`src/rtl/ubsc_pkg.sv`:
```
// shared types and codes for the utf-16 byte stream codec
`default_nettype none
package ubsc_pkg;

    localparam int DATA_W  = 21;
    localparam int WORDS_N = 3;

    localparam logic [1:0] KIND_DECODE = 2'd0;
    localparam logic [1:0] KIND_ENCODE = 2'd1;
    localparam logic [1:0] KIND_END    = 2'd2;

    localparam logic [1:0] OUT_CP     = 2'd0;
    localparam logic [1:0] OUT_BYTE   = 2'd1;
    localparam logic [1:0] OUT_STATUS = 2'd2;

    localparam logic [1:0] ERR_NONE      = 2'd0;
    localparam logic [1:0] ERR_SURROGATE = 2'd1;
    localparam logic [1:0] ERR_END       = 2'd2;
    localparam logic [1:0] ERR_INVALID   = 2'd3;

    localparam logic [0:0] REG_START_BIG_ENDIAN = 1'd0;
    localparam logic [0:0] REG_START_BOM_FLAG   = 1'd1;

    localparam logic [15:0] WORD_BOM      = 16'hFEFF;
    localparam logic [15:0] WORD_BOM_SWAP = 16'hFFFE;
    localparam logic [15:0] LEAD_LO       = 16'hD800;
    localparam logic [15:0] LEAD_HI       = 16'hDBFF;
    localparam logic [15:0] TRAIL_LO      = 16'hDC00;
    localparam logic [15:0] TRAIL_HI      = 16'hDFFF;
    localparam logic [DATA_W-1:0] SUPP_BASE = 21'h10000;
    localparam logic [DATA_W-1:0] CP_MAX    = 21'h10FFFF;

    // one request's worth of results: words to send as bytes, then an optional tail
    typedef struct packed {
        logic [WORDS_N-1:0][15:0] words;
        logic [1:0]               nwords;
        logic                     has_tail;
        logic [1:0]               tail_kind;
        logic [DATA_W-1:0]        tail_value;
        logic [1:0]               tail_err;
        logic                     endian;
        logic                     bom;
    } cmd_t;

endpackage
`default_nettype wire

```
`src/rtl/utf16_byte_stream_codec_top.sv`:
```
// utf-16 byte stream codec: front end, command queue and result sequencer
// a request that gives results enters the command queue when it is accepted
// throughput: one request per cycle while the queue is not full; results drain one per
//   cycle while ready; an encode request gives 1 to 6 beats, walked by the beat counter
// the two-entry command queue lets the front keep accepting while results wait
// reset: asynchronous, active low; flags little endian and clear, nothing pending
`default_nettype none
module utf16_byte_stream_codec_top (
    input  wire logic        clk,
    input  wire logic        rst_n,
    input  wire logic        cfg_we,
    input  wire logic [0:0]  cfg_index,
    input  wire logic [0:0]  cfg_data,
    input  wire logic        s_axis_tvalid,
    output logic             s_axis_tready,
    input  wire logic [23:0] s_axis_tdata,   // [20:0] data, zero fill above
    input  wire logic [1:0]  s_axis_tuser,   // [1:0] kind
    output logic             m_axis_tvalid,
    input  wire logic        m_axis_tready,
    output logic [31:0]      m_axis_tdata,   // [20:0] value, [22:21] error,
                                             // [23] big_endian_now, [24] bom_seen
    output logic [1:0]       m_axis_tuser,   // [1:0] out_kind
    output logic             m_axis_tlast
);
    import ubsc_pkg::*;

    logic        q_full, q_push, q_pop, q_not_empty;
    cmd_t        push_cmd, head_cmd;
    logic [20:0] value;
    logic [1:0]  error;
    logic        endian, bom;

    ubsc_front u_front (
        .clk       (clk),
        .rst_n     (rst_n),
        .cfg_we    (cfg_we),
        .cfg_index (cfg_index),
        .cfg_data  (cfg_data),
        .in_valid  (s_axis_tvalid),
        .in_ready  (s_axis_tready),
        .in_kind   (s_axis_tuser),
        .in_data   (s_axis_tdata[20:0]),
        .q_full    (q_full),
        .q_push    (q_push),
        .q_cmd     (push_cmd)
    );

    ubsc_queue u_queue (
        .clk       (clk),
        .rst_n     (rst_n),
        .push      (q_push),
        .push_cmd  (push_cmd),
        .full      (q_full),
        .pop       (q_pop),
        .not_empty (q_not_empty),
        .head_cmd  (head_cmd)
    );

    ubsc_back u_back (
        .clk         (clk),
        .rst_n       (rst_n),
        .q_not_empty (q_not_empty),
        .q_cmd       (head_cmd),
        .q_pop       (q_pop),
        .out_valid   (m_axis_tvalid),
        .out_ready   (m_axis_tready),
        .out_kind    (m_axis_tuser),
        .out_value   (value),
        .out_error   (error),
        .out_endian  (endian),
        .out_bom     (bom),
        .out_last    (m_axis_tlast)
    );

    assign m_axis_tdata = {7'd0, bom, endian, error, value};

endmodule
`default_nettype wire

```
`src/rtl/ubsc_front.sv`:
```
// front end: takes requests, runs the decode state and builds result commands
`default_nettype none
module ubsc_front (
    input  wire logic                 clk,
    input  wire logic                 rst_n,
    input  wire logic                 cfg_we,
    input  wire logic [0:0]           cfg_index,
    input  wire logic [0:0]           cfg_data,
    input  wire logic                 in_valid,
    output logic                      in_ready,
    input  wire logic [1:0]           in_kind,
    input  wire logic [20:0]          in_data,
    input  wire logic                 q_full,
    output logic                      q_push,
    output ubsc_pkg::cmd_t            q_cmd
);
    import ubsc_pkg::*;

    logic        endian_reg, endian_next;
    logic        bom_reg, bom_next;
    logic [7:0]  held_byte_reg, held_byte_next;
    logic        have_byte_reg, have_byte_next;
    logic [9:0]  held_lead_reg, held_lead_next;
    logic        have_lead_reg, have_lead_next;

    logic        accept;
    logic [15:0] w;
    logic [7:0]  b;
    logic [DATA_W-1:0] d;
    logic        off;
    cmd_t        cmd;

    assign in_ready = !q_full;
    assign accept   = in_valid && in_ready;
    assign b        = in_data[7:0];
    assign d        = in_data - SUPP_BASE;
    assign w        = endian_reg ? {held_byte_reg, b} : {b, held_byte_reg};

    always_comb
    begin
        endian_next    = endian_reg;
        bom_next       = bom_reg;
        held_byte_next = held_byte_reg;
        have_byte_next = have_byte_reg;
        held_lead_next = held_lead_reg;
        have_lead_next = have_lead_reg;
        off            = 1'b0;
        cmd            = '0;
        case (in_kind)
            KIND_DECODE:
            begin
                if (!have_byte_reg)
                begin
                    held_byte_next = b;
                    have_byte_next = 1'b1;
                end
                else
                begin
                    have_byte_next = 1'b0;
                    held_byte_next = '0;
                    if (have_lead_reg)
                    begin
                        have_lead_next = 1'b0;
                        held_lead_next = '0;
                        cmd.has_tail   = 1'b1;
                        if (w >= TRAIL_LO && w <= TRAIL_HI)
                        begin
                            cmd.tail_kind  = OUT_CP;
                            cmd.tail_value = SUPP_BASE + {1'b0, held_lead_reg, w[9:0]};
                        end
                        else
                        begin
                            cmd.tail_kind = OUT_STATUS;
                            cmd.tail_err  = ERR_SURROGATE;
                        end
                    end
                    else if (w >= LEAD_LO && w <= LEAD_HI)
                    begin
                        held_lead_next = w[9:0];
                        have_lead_next = 1'b1;
                    end
                    else if (w >= TRAIL_LO && w <= TRAIL_HI)
                    begin
                        cmd.has_tail  = 1'b1;
                        cmd.tail_kind = OUT_STATUS;
                        cmd.tail_err  = ERR_SURROGATE;
                    end
                    else if (w == WORD_BOM)
                    begin
                        bom_next = 1'b1;
                    end
                    else if (w == WORD_BOM_SWAP)
                    begin
                        bom_next    = 1'b1;
                        endian_next = !endian_reg;
                    end
                    else
                    begin
                        cmd.has_tail   = 1'b1;
                        cmd.tail_kind  = OUT_CP;
                        cmd.tail_value = {5'd0, w};
                    end
                end
            end
            KIND_ENCODE:
            begin
                if (bom_reg)
                begin
                    cmd.words[0] = WORD_BOM;
                    off          = 1'b1;
                    bom_next     = 1'b0;
                end
                if (in_data > CP_MAX
                    || (in_data >= {5'd0, LEAD_LO} && in_data <= {5'd0, TRAIL_HI}))
                begin
                    held_byte_next = '0;
                    have_byte_next = 1'b0;
                    held_lead_next = '0;
                    have_lead_next = 1'b0;
                    cmd.nwords     = {1'b0, off};
                    cmd.has_tail   = 1'b1;
                    cmd.tail_kind  = OUT_STATUS;
                    cmd.tail_err   = ERR_INVALID;
                end
                else if (in_data < SUPP_BASE)
                begin
                    cmd.words[{1'b0, off}] = in_data[15:0];
                    cmd.nwords             = {1'b0, off} + 2'd1;
                end
                else
                begin
                    cmd.words[{1'b0, off}]       = LEAD_LO | {6'd0, d[19:10]};
                    cmd.words[{1'b0, off} + 2'd1] = TRAIL_LO | {6'd0, d[9:0]};
                    cmd.nwords                   = {1'b0, off} + 2'd2;
                end
            end
            KIND_END:
            begin
                held_byte_next = '0;
                have_byte_next = 1'b0;
                held_lead_next = '0;
                have_lead_next = 1'b0;
                cmd.has_tail   = 1'b1;
                cmd.tail_kind  = OUT_STATUS;
                cmd.tail_err   = (have_byte_reg || have_lead_reg) ? ERR_END : ERR_NONE;
            end
            default:
            begin
                // no operation
            end
        endcase
        cmd.endian = endian_next;
        cmd.bom    = bom_next;
    end

    assign q_push = accept && (cmd.has_tail || (cmd.nwords != 2'd0));
    assign q_cmd  = cmd;

    always_ff @(posedge clk or negedge rst_n)
    begin
        if (!rst_n)
        begin
            endian_reg    <= 1'b0;
            bom_reg       <= 1'b0;
            held_byte_reg <= '0;
            have_byte_reg <= 1'b0;
            held_lead_reg <= '0;
            have_lead_reg <= 1'b0;
        end
        else
        begin
            if (accept)
            begin
                endian_reg    <= endian_next;
                bom_reg       <= bom_next;
                held_byte_reg <= held_byte_next;
                have_byte_reg <= have_byte_next;
                held_lead_reg <= held_lead_next;
                have_lead_reg <= have_lead_next;
            end
            if (cfg_we)
            begin
                if (cfg_index == REG_START_BIG_ENDIAN)
                    endian_reg <= cfg_data[0];
                else if (cfg_index == REG_START_BOM_FLAG)
                    bom_reg <= cfg_data[0];
            end
        end
    end

endmodule
`default_nettype wire

```
`src/rtl/ubsc_queue.sv`:
```
// two-entry command queue between front and back end
`default_nettype none
module ubsc_queue (
    input  wire logic      clk,
    input  wire logic      rst_n,
    input  wire logic      push,
    input  ubsc_pkg::cmd_t push_cmd,
    output logic           full,
    input  wire logic      pop,
    output logic           not_empty,
    output ubsc_pkg::cmd_t head_cmd
);
    import ubsc_pkg::*;

    cmd_t       mem [2];
    logic       wr_ptr_reg, rd_ptr_reg;
    logic [1:0] count_reg, count_next;

    assign full      = (count_reg == 2'd2);
    assign not_empty = (count_reg != 2'd0);
    assign head_cmd  = mem[rd_ptr_reg];

    always_comb
    begin
        count_next = count_reg;
        if (push && !pop)
            count_next = count_reg + 2'd1;
        else if (pop && !push)
            count_next = count_reg - 2'd1;
    end

    always_ff @(posedge clk)
    begin
        if (push)
            mem[wr_ptr_reg] <= push_cmd;
    end

    always_ff @(posedge clk or negedge rst_n)
    begin
        if (!rst_n)
        begin
            wr_ptr_reg <= 1'b0;
            rd_ptr_reg <= 1'b0;
            count_reg  <= '0;
        end
        else
        begin
            if (push)
                wr_ptr_reg <= !wr_ptr_reg;
            if (pop)
                rd_ptr_reg <= !rd_ptr_reg;
            count_reg <= count_next;
        end
    end

endmodule
`default_nettype wire

```
`src/rtl/ubsc_back.sv`:
```
// back end: walks one command out as byte beats and an optional final tail beat
`default_nettype none
module ubsc_back (
    input  wire logic      clk,
    input  wire logic      rst_n,
    input  wire logic      q_not_empty,
    input  ubsc_pkg::cmd_t q_cmd,
    output logic           q_pop,
    output logic           out_valid,
    input  wire logic      out_ready,
    output logic [1:0]     out_kind,
    output logic [20:0]    out_value,
    output logic [1:0]     out_error,
    output logic           out_endian,
    output logic           out_bom,
    output logic           out_last
);
    import ubsc_pkg::*;

    logic [2:0]  pos_reg, pos_next;
    logic [2:0]  nbytes;
    logic [2:0]  total;
    logic        is_byte;
    logic [15:0] word;
    logic [7:0]  byte_sel;
    logic        beat_done;

    assign nbytes   = {q_cmd.nwords, 1'b0};
    assign total    = nbytes + {2'd0, q_cmd.has_tail};
    assign is_byte  = (pos_reg < nbytes);
    assign word     = q_cmd.words[pos_reg[2:1]];
    // first byte of a word is the high one in big endian order
    assign byte_sel = (pos_reg[0] == q_cmd.endian) ? word[7:0] : word[15:8];

    assign out_valid  = q_not_empty;
    assign out_kind   = is_byte ? OUT_BYTE : q_cmd.tail_kind;
    assign out_value  = is_byte ? {13'd0, byte_sel} : q_cmd.tail_value;
    assign out_error  = is_byte ? ERR_NONE : q_cmd.tail_err;
    assign out_endian = q_cmd.endian;
    assign out_bom    = q_cmd.bom;
    assign out_last   = (pos_reg == total - 3'd1);

    assign beat_done = out_valid && out_ready;
    assign q_pop     = beat_done && out_last;

    always_comb
    begin
        pos_next = pos_reg;
        if (beat_done)
            pos_next = out_last ? 3'd0 : pos_reg + 3'd1;
    end

    always_ff @(posedge clk or negedge rst_n)
    begin
        if (!rst_n)
            pos_reg <= '0;
        else
            pos_reg <= pos_next;
    end

endmodule
`default_nettype wire

```
`config.mk`:
```
export PLATFORM = sky130hd
export DESIGN_NAME = utf16_byte_stream_codec_top
export DESIGN_NICKNAME = d
export VERILOG_FILES = /design/src/rtl/ubsc_pkg.sv /design/src/rtl/utf16_byte_stream_codec_top.sv /design/src/rtl/ubsc_front.sv /design/src/rtl/ubsc_queue.sv /design/src/rtl/ubsc_back.sv
export SDC_FILE = /design/constraint.sdc
export NUM_CORES = 1
export LEC_CHECK = 0
export BUFFER_PORTS_ARGS = -buffer_cell sky130_fd_sc_hd__buf_4
export CAP_MARGIN = 30
export CORE_MARGIN = 2
export CORE_UTILIZATION = 30
export DETAILED_ROUTE_END_ITERATION = 12
export MAX_ROUTING_LAYER = met4
export SYNTH_ARGS = -nofsm -noshare
export SYNTH_HDL_FRONTEND = slang
export SYNTH_SLANG_ARGS = --single-unit
```
`constraint.sdc`:
```
create_clock -name clk -period 5.8 [get_ports clk]
set_input_delay 1.16 -clock clk [delete_from_list [all_inputs] [get_ports clk]]
set_output_delay 1.16 -clock clk [all_outputs]
set_load 0.005 [all_outputs]
```
==> results of run 1 <==
==> path summary, 6_finish.rpt <==
kind / end / slack (ns) / startpoint / cells after the start
max in group asynchronous: u_queue.rd_ptr_reg$_DFFE_PN0P_ / 4.82 / rst_n / 1
min reg2reg: u_queue.count_reg[1]$_DFFE_PN0P_ / 0.49 / u_queue.count_reg[1]$_DFFE_PN0P_ / 1
max reg2reg: u_queue.count_reg[1]$_DFFE_PN0P_ / 2.63 / u_queue.rd_ptr_reg$_DFFE_PN0P_ / 10
min in group asynchronous: u_front.held_lead_reg[6]$_DFFE_PN0P_ / 0.65 / rst_n / 1
min: u_queue.count_reg[1]$_DFFE_PN0P_ / 0.49 / u_queue.count_reg[1]$_DFFE_PN0P_ / 1
max: m_axis_tdata[1] / 1.32 / u_queue.rd_ptr_reg$_DFFE_PN0P_ / 8
==> placed cells by master (no fill, tap or decap), types with 2 or more instances in the layout <==
master,Yosys,routed
mux4_2,16,16
mux2_2,29,29
a22oi_1,13,13
ha_1,12,12
buf_4,10,66
conb_1,1,7
nor4_1,2,2
a21oi_1,38,38
nand2_1,40,40
and2_1,11,10
edfxtp_1,144,144
inv_6,0,7
xnor2_1,7,7
nor2_1,86,86
clkinvlp_4,0,2
a211oi_1,6,6
nand2b_1,5,5
dfrtp_1,29,28
inv_1,23,23
nand3b_1,4,4
nor3_1,7,7
nand4_1,6,6
nand3_1,20,20
nor2b_1,5,4
a31oi_1,3,3
nand4b_1,2,2
or2_2,5,5
mux2i_1,49,49
and3_1,8,8
a311oi_1,2,2
nor3b_1,2,2
o21ai_0,35,35
or3_1,2,2
xor2_1,8,8
o21bai_1,2,2
buf_12,0,3
clkbuf_16,0,17
o31ai_1,2,2
==> per-layer routing <==
| metal | GRT usage | vias up | wire length [µm] |
|---|---|---|---|
| li1 | - | 2627 | - |
| met3 | 0.0301 | 29 | 791 |
| met2 | 0.217 | 108 | 9310 |
| met4 | 0.0544 | 0 | 455 |
| met1 | 0.169 | 2712 | 8990 |
| met5 | - | - | 0 |
==> cells by family after synthesis <==
logic type               after synthesis  synth area share
multiplexers                          94             0.138
other                                  1          0.000439
flip-flops                           173             0.591
XOR/XNOR                              15            0.0154
buffers and inverters                 73            0.0382
AO/OA/AOI/OAI                        110            0.0791
AND/OR/NAND/NOR                      212             0.120
adder cells (fa/ha/maj)               12            0.0176
==> final cells by class <==
type | count | area [µm²] | share of cell area
Sequential cell | 173 | 5050 | 0.506
Multi-Input combinational cell | 450 | 3200 | 0.320
Timing Repair Buffer | 71 | 594 | 0.0595
Tap cell | 378 | 473 | 0.0474
Clock buffer | 18 | 429 | 0.0430
Clock inverter | 14 | 148 | 0.0148
Inverter | 23 | 86.3 | 0.00865
==> worst max-delay path, stage by stage, from the launching register on <==
cell,delay (ns)
dfrtp_4,0.78
mux2i_1,0.37
xnor2_1,0.17
buf_4,0.25
mux2i_1,0.30
nor2_1,0.11
a311oi_1,0.53
a21oi_1,0.19
buf_4,0.19
==> power groups by stage <==
stage | registers, mW | clock network (mW) | logic [mW]
5_1_grt | 1.78 | 1.18 | 1.66
2_1_floorplan | 1.68 | 0 | 1.03
3_3_place_gp | 1.78 | 0 | 1.50
6_report | 1.75 | 1.12 | 1.51
3_5_place_dp | 1.78 | 0 | 1.54
4_1_cts | 1.75 | 1.13 | 1.54
==> per-stage QoR <==
stage	hold slack, ns	total power, mW	instance area (µm²)	setup slack [ns]
global route	0.524	4.63	9980	0.960
finish	0.494	4.38	9980	1.32
detailed placement	0.481	3.32	9400	1.40
floorplan	0.457	2.71	8570	0.248
CTS	0.496	4.43	9980	1.24
global placement	0.484	3.29	9370	1.44
==> results_dict.tcl, run 1 <==
set metrics [dict create \
    status "complete, no violations" \
    p_seq_frac 0.400 \
    critPathLaunchType "flip-flop" \
    firstDrtPassIters 5 \
    ys_seq_area_frac 0.591 \
    path_max_fanout 25 \
    rsz0062_at_grt "false" \
    dp.cells 1095 \
    async_reset_ff_frac 0.168 \
    synthCells 690 \
    avgSynthCellArea_um2 12.4 \
    synth_area_mm2 0.00854 \
    ctsHoldBuffers 0 \
    io_pins 70 \
    numPortBuffers 59 \
    clk_latency_ns 0.43 \
    largest_register_ffs 144 \
    clkTransAtPathRegs_ns 0.07 \
    power_density_mw_per_mm2 439 \
    end_kind "primary output" \
    p_leak_nw 3.73 \
    pwr-share-clk 0.255 \
    grt_pass1_vias 5390 \
    hp-class "reg2reg" \
    root_buffer "clkbuf_16" \
    finalMaxSlewViolations 0 \
    n_antenna_cell 0 \
    die_w_um 173 \
    synth_common_cells "edfxtp_1 (144), nor2_1 (86), mux2i_1 (49)" \
    grt_pass1_wl_um 30300 \
    num_rows 61 \
    final_nets 781 \
    ys_warn_count 0 \
    yosysMostFrequentCell "edfxtp_1" \
    cap_violations 0 \
    synth_top_area_cell "edfxtp_1" \
    synth_top_area_share 0.506 \
    period_share 0.773 \
    synthFlopType "edfxtp_1" \
    die_area_mm2 0.0298 \
    drtIter0Drc 365 \
    crit_type "reg2out" \
    clock_skew_ns 0.00941 \
    fmax_mhz 223 \
    cts.sinks 173 \
    final_util 0.357 \
    setup_viol 0 \
    initial_core_util 0.306 \
    routed_via_density 4.86 \
    instances_no_fill 1127 \
    relSlewSlack 0.432 \
    antenna_found_initial 0 \
    overflow 0 \
    comb_power_share 0.345 \
    drive_gt1_frac 0.216 \
    drc 0 \
    synth_edf_count 144 \
    worstPathArrival_ns 3.32 \
    cts_resized 0 \
    critPathRequiredTime_ns 4.64 \
    swShare 0.337 \
    max-vdd-ir-drop_uv 221 \
    cts_tree "built" \
    ant_nets 0 \
    cts_setup_buffers 0 \
    core_mm2 0.0279 \
    htree_levels 4 \
    p_int_mw 2.91 \
    synthTopCellsByArea "edfxtp_1 (51%), dfrtp_1 (8.5%), mux2i_1 (5.7%)" \
    fillers 2759 \
    hold_viol_final 0 \
    tns_ns 0 \
    tightest_slew_ns 0.852 \
    synth_cell_types 53 \
    wl_um 19500 \
    clockBufferDepth 2 \
    dr_total_vias 5476 \
    hpwl_um 13400 \
    ys_ff_latch 173 \
    grtUsageTotal 0.136 \
    routabilityCongestion 0.822 \
    cts_inserted_buffers 17 \
    area_growth_pct 16.8 \
    die_y_um 173 \
    layout_min_cycle_time_ns 4.48 \
    wl_per_cell_um 17.3 \
    switchingPower_mw 1.48 \
    grt_max_degree 73 \
]
No activity file was read; power rests on OpenSTA's default activity.
==> run 2: changes to the inputs <==
==> constraint.sdc (replaced) <==
create_clock -name clk -period 3.6 [get_ports clk]
set_input_delay 0.72 -clock clk [delete_from_list [all_inputs] [get_ports clk]]
set_output_delay 0.72 -clock clk [all_outputs]
set_load 0.005 [all_outputs]
==> run 2 against run 1 <==
Against the previous run:
- clock power is 61% higher
- register-to-register slack worse by 1.9 ns
- via count is 2.0% higher
- first-iteration DRC count is 27% higher
- utilization is 1.3 points higher
- global-route usage is 0.49 points higher
- flip-flop and latch count stayed put
- sequential share of layout area is 1.8 points lower
- critical path type unchanged
==> results_dict.tcl, run 2 (same netlist as run 1, synthesis figures left out) <==
set metrics [dict create \
    io_pins 70 \
    root_buffer "clkbuf_16" \
    hold_viol_final 0 \
    final_common_cell "edfxtp_1" \
    regArea_mm2 0.00505 \
    globalRouteMet1Util 0.184 \
    hpwl_um 14100 \
    largest_register_ffs 144 \
    overflow 0 \
    startpoint "u_queue.rd_ptr_reg$_DFFE_PN0P_" \
    grt_busiest_layer "met2" \
    finalMaxSlewViolations 0 \
    multi_input_area_mm2 0.00329 \
    numPortBuffers 59 \
    initial_core_util 0.306 \
    relSlewSlack 0.415 \
    routed_via_density 4.84 \
    grt_pass1_wl_um 31600 \
    critPathLaunchType "flip-flop" \
    hold_slack_ns 0.213 \
    grtUsageTotal 0.141 \
    final_cell_mix "edfxtp_1 (144), buf_4 (88), nor2_1 (85)" \
    fillers 2732 \
    drive_gt1_frac 0.263 \
    max-vdd-ir-drop_uv 316 \
    area_growth_pct 21.1 \
    clockBufferDepth 2 \
    wl_um 20300 \
    dr_total_vias 5583 \
    status "complete, no violations" \
    hp-class "in2async" \
    num_rows 61 \
    fmax_mhz 291 \
    htree_levels 4 \
    final_nets 807 \
    cts_tree "built" \
    ant_nets 0 \
    routabilityCongestion 0.845 \
    clock_skew_ns 0.0128 \
    die_area_mm2 0.0298 \
    power_density_mw_per_mm2 717 \
    instances_no_fill 1154 \
    setup_viol 0 \
    critPathRequiredTime_ns 2.88 \
    grt_pass1_vias 5483 \
    gr-usage-met3 0.0226 \
    drc 0 \
    drtIter0Drc 462 \
    die_w_um 173 \
    clkTransAtPathRegs_ns 0.07 \
    dp.cells 1115 \
    tightest_slew_ns 0.875 \
    p_leak_nw 3.88 \
    cap_violations 0 \
    crit-reg2reg-launch "u_front.endian_reg$_DFF_PN0_" \
    worstPathArrival_ns 2.72 \
    firstDrtPassIters 4 \
    dp_slack_ns 0.204 \
    ctsHoldBuffers 0 \
    cts.sinks 173 \
    grt_max_degree 60 \
    cts_inserted_buffers 17 \
    die_y_um 173 \
    rsz0062_at_grt "false" \
    end_kind "primary output" \
    wl_per_cell_um 17.6 \
    crit_type "reg2out" \
    layout_min_cycle_time_ns 3.44 \
    period_share 0.956 \
    use_met2 0.223 \
    clk_latency_ns 0.44 \
    antenna_found_initial 1 \
    core_mm2 0.0279 \
    path_max_fanout 12 \
    finalWorstSetupSlack_ns 0.158 \
]
-- run 2: path summary, 6_finish.rpt --
check	depth (start not counted)	slack, ns	end
worst max-delay path	9	0.16	m_axis_tdata[7]
worst min-delay path	1	0.21	u_front.held_lead_reg[6]$_DFFE_PN0P_
worst max register to register	10	0.69	u_queue.count_reg[1]$_DFFE_PN0P_
worst min register to register	1	0.50	u_queue.count_reg[1]$_DFFE_PN0P_
max in group asynchronous	1	3.05	u_queue.rd_ptr_reg$_DFFE_PN0P_
min in group clk	1	0.50	u_queue.count_reg[1]$_DFFE_PN0P_
-- run 2: area by class of cell --
| class | count | share of cell area |
|---|---|---|
| Clock buffer | 17 | 0.0411 |
| Antenna cell | 1 | 0.000242 |
| Tap cell | 378 | 0.0457 |
| Inverter | 23 | 0.00944 |
| Multi-Input combinational cell | 450 | 0.318 |
| Clock inverter | 15 | 0.0142 |
| Timing Repair Buffer | 97 | 0.0829 |
| Sequential cell | 173 | 0.489 |
-- run 2: what timing repair did --
action | 4_1_cts | 5_1_grt
pin swaps | 0 | 1
setup buffers | 2 | 2
resized for setup | 8 | 8
endpoints found under the setup margin | 21 | 10
cloned | 1 | 1
-- run 2: per-stage QoR --
step / total power, mW / area, µm² / setup TNS [ns] / util
after floorplan: 4.36 / 8620 / -56.24 / -
after global placement: 5.44 / 9590 / 0 / 0.343
after detailed placement: 5.45 / 9600 / 0 / 0.344
after CTS: 7.39 / 10300 / 0 / 0.368
after global routing: 7.85 / 10300 / 0 / 0.370
final: 7.42 / 10300 / 0 / 0.370
-- run 2: where the power goes --
part / internal [mW] / switching (mW) / total [mW]
sequential: 2.53 / 0.222 / 2.75
clock: 0.974 / 0.823 / 1.80
combinational: 1.42 / 1.45 / 2.86
total: 4.92 / 2.49 / 7.42
-- run 2: metal layers --
layer | vias up | share of wire
li1 | 2679 | -
met1 | 2747 | 0.45
met2 | 124 | 0.49
met3 | 33 | 0.037
met4 | 0 | 0.019
met5 | - | 0
-- run 2: critical path, cell delays in order (launching register included) --
cell      delay [ns]
dfrtp_4         0.53
buf_16          0.18
mux2i_2         0.23
ha_1            0.26
o21ai_0         0.10
nand2b_2        0.20
buf_4           0.19
a31oi_4         0.22
a22oi_1         0.19
buf_4           0.18
==> run 3: changes to the inputs <==
--- a/config.mk
+++ b/config.mk
@@ -8,9 +8,10 @@
 export BUFFER_PORTS_ARGS = -buffer_cell sky130_fd_sc_hd__buf_4
 export CAP_MARGIN = 30
 export CORE_MARGIN = 2
-export CORE_UTILIZATION = 30
+export CORE_UTILIZATION = 35
 export DETAILED_ROUTE_END_ITERATION = 12
 export MAX_ROUTING_LAYER = met4
+export RECOVER_POWER = 50
 export SYNTH_ARGS = -nofsm -noshare
 export SYNTH_HDL_FRONTEND = slang
 export SYNTH_SLANG_ARGS = --single-unit
==> run 3 against run 2 <==
Against the previous run:
- non-clock buffer count shrank 1
- register-to-register slack is essentially flat
- utilization is 5.0 points higher
- combinational power shrank 6%
- clock power about the same
- the run now ends with capacitance limit, slew limit left
- sequential share of layout area up 1.0 points
==> results_dict.tcl, run 3 (same netlist as run 1, synthesis figures left out) <==
set metrics [dict create \
    status "complete, but fails checks" \
    violations "capacitance limit, slew limit" \
    finalMaxSlewViolations 30 \
    final_util 0.420 \
    ant_nets 0 \
    cts_tree "built" \
    clk_latency_ns 0.43 \
    cts.sinks 173 \
    num_rows 57 \
    rsz0062_at_grt "true" \
    cts_inserted_buffers 17 \
    overflow 0 \
    tightest_slew_ns 1.72 \
    r2r_slack_ns 0.69 \
    crit_type "reg2out" \
    clockBufferDepth 2 \
    r2r-end "u_queue.count_reg[1]$_DFFE_PN0P_" \
    max-vdd-ir-drop_uv 372 \
    largest_register_ffs 144 \
    hpwl_um 14100 \
    core_mm2 0.0241 \
    crit-reg2reg-launch "u_front.endian_reg$_DFF_PN0_" \
    numPortBuffers 59 \
    dp_slack_ns 0.207 \
    worst-r2r-cell-count 10 \
    initial_core_util 0.354 \
    hold_viol_final 0 \
    grt_max_degree 42 \
    tns_ns 0 \
    power_density_mw_per_mm2 714 \
    io_pins 70 \
    htree_levels 4 \
    setup_viol 0 \
    final_cell_mix "edfxtp_1 (144), nor2_1 (86), buf_4 (81)" \
    drc 0 \
    root_buffer "clkbuf_16" \
    drtIter0Drc 369 \
    critical-path-slowest-cell "mux4_2" \
    wl_um 20000 \
    wl_per_cell_um 18.2 \
    whs_endpoint "u_queue.count_reg[1]$_DFFE_PN0P_" \
    fmax_mhz 289 \
    final_nets 806 \
    die_w_um 160 \
    layout_min_cycle_time_ns 3.46 \
    grt_pass1_wl_um 31000 \
    place_area_mm2 0.00954 \
    cap_violations 1 \
    firstDrtPassIters 5 \
    grt_pass1_vias 5425 \
    finalWorstSetupSlack_ns 0.136 \
    n_antenna_cell 0 \
    routabilityCongestion 0.840 \
    clkTransAtPathRegs_ns 0.07 \
    min_path_cells 1 \
    path_max_fanout 29 \
    final_common_cell "edfxtp_1" \
    worstPathArrival_ns 2.74 \
    stdcell_area_mm2 0.0101 \
    grtUsageTotal 0.162 \
    critPathLaunchType "flip-flop" \
    worstPathCellList "buf_16 > mux4_2 > mux2i_1 > nor2_1 > a311oi_2 > a21oi_1 > buf_4" \
    p_leak_nw 3.82 \
    die_y_um 160 \
    antenna_found_initial 0 \
    drive_gt1_frac 0.242 \
    relSlewSlack -0.146 \
    routed_via_density 5.08 \
    area_growth_pct 18.6 \
    critPathRequiredTime_ns 2.88 \
    dr_total_vias 5582 \
    end_kind "primary output" \
    period_share 0.962 \
    hp-class "reg2reg" \
    min_from "u_queue.count_reg[1]$_DFFE_PN0P_" \
    ctsHoldBuffers 0 \
    die_area_mm2 0.0257 \
    clock_skew_ns 0.00868 \
    max_stage_delay_ns 0.53 \
]
run 3: changes by cell type in the layout (fill, tap and decap cells not counted), moves of 3 or more:
cell        before  now
clkinv_4         0    3
and2_1          10    0
clkinvlp_4       4    1
and2_0           0   10
clkbuf_1         0    8
inv_6            6    3
buf_4           88   81
run 3: worst max path at each step:
stage | to | start
final | m_axis_tdata[1] | u_queue.rd_ptr_reg$_DFFE_PN0P_
after detailed placement | u_queue.mem[1][42]$_DFFE_PP_ | s_axis_tdata[18]
after CTS | m_axis_tdata[1] | u_queue.rd_ptr_reg$_DFFE_PN0P_
after floorplan | u_queue.mem[0][0]$_DFFE_PP_ | s_axis_tdata[18]
after global routing | m_axis_tdata[6] | u_queue.rd_ptr_reg$_DFFE_PN0P_
after global placement | u_queue.mem[0][42]$_DFFE_PP_ | s_axis_tdata[18]
run 3: per-layer routing:
| metal | part of all wire | track usage | vias up | wire [µm] |
|---|---|---|---|---|
| met1 | 0.47 | 0.219 | 2779 | 9460 |
| met3 | 0.032 | 0.0260 | 26 | 637 |
| met5 | 0 | - | - | 0 |
| met4 | 0.020 | 0.0528 | 0 | 392 |
| li1 | - | - | 2670 | - |
| met2 | 0.48 | 0.251 | 107 | 9500 |
run 3: final cells by class:
cell class | instances | area, µm²
timing repair buffer | 96 | 773
tap | 324 | 405
sequential | 173 | 5050
multi-input combinational | 450 | 3240
inverter | 23 | 87.6
clock buffer | 17 | 425
clock inverter | 15 | 148
fill | 2278 | 14000
run 3: critical path: cells and delay by family (launching register included):
family / cells / cell delay, ns
simple gates: 1 / 0.11
mux: 2 / 0.76
compound gates: 2 / 0.53
buf+inv: 2 / 0.40
flops: 1 / 0.50
run 3: timing repair:
action                                  in CTS  in global routing
endpoints found under the hold margin        0                  0
buffers inserted                             0                  0
gates cloned                                 1                  0
gates resized for setup                      6                  6
endpoints found under the setup margin      23                 23
run 3: report_power, final:
group | internal (mW) | leakage, nW | total [mW] | switching (mW)
clock network | 0.924 | 0.280 | 1.78 | 0.854
logic | 1.32 | 1.83 | 2.70 | 1.38
registers | 2.53 | 1.71 | 2.76 | 0.225
total | 4.78 | 3.82 | 7.24 | 2.46
run 3: stage by stage:
stage,power [mW],hold slack [ns],cells
after global routing,7.64,0.528,1098
after global placement,5.38,0.479,1064
final,7.24,0.486,1098
after floorplan,4.36,0.424,696
after detailed placement,5.42,0.476,1065
after CTS,7.29,0.218,1098
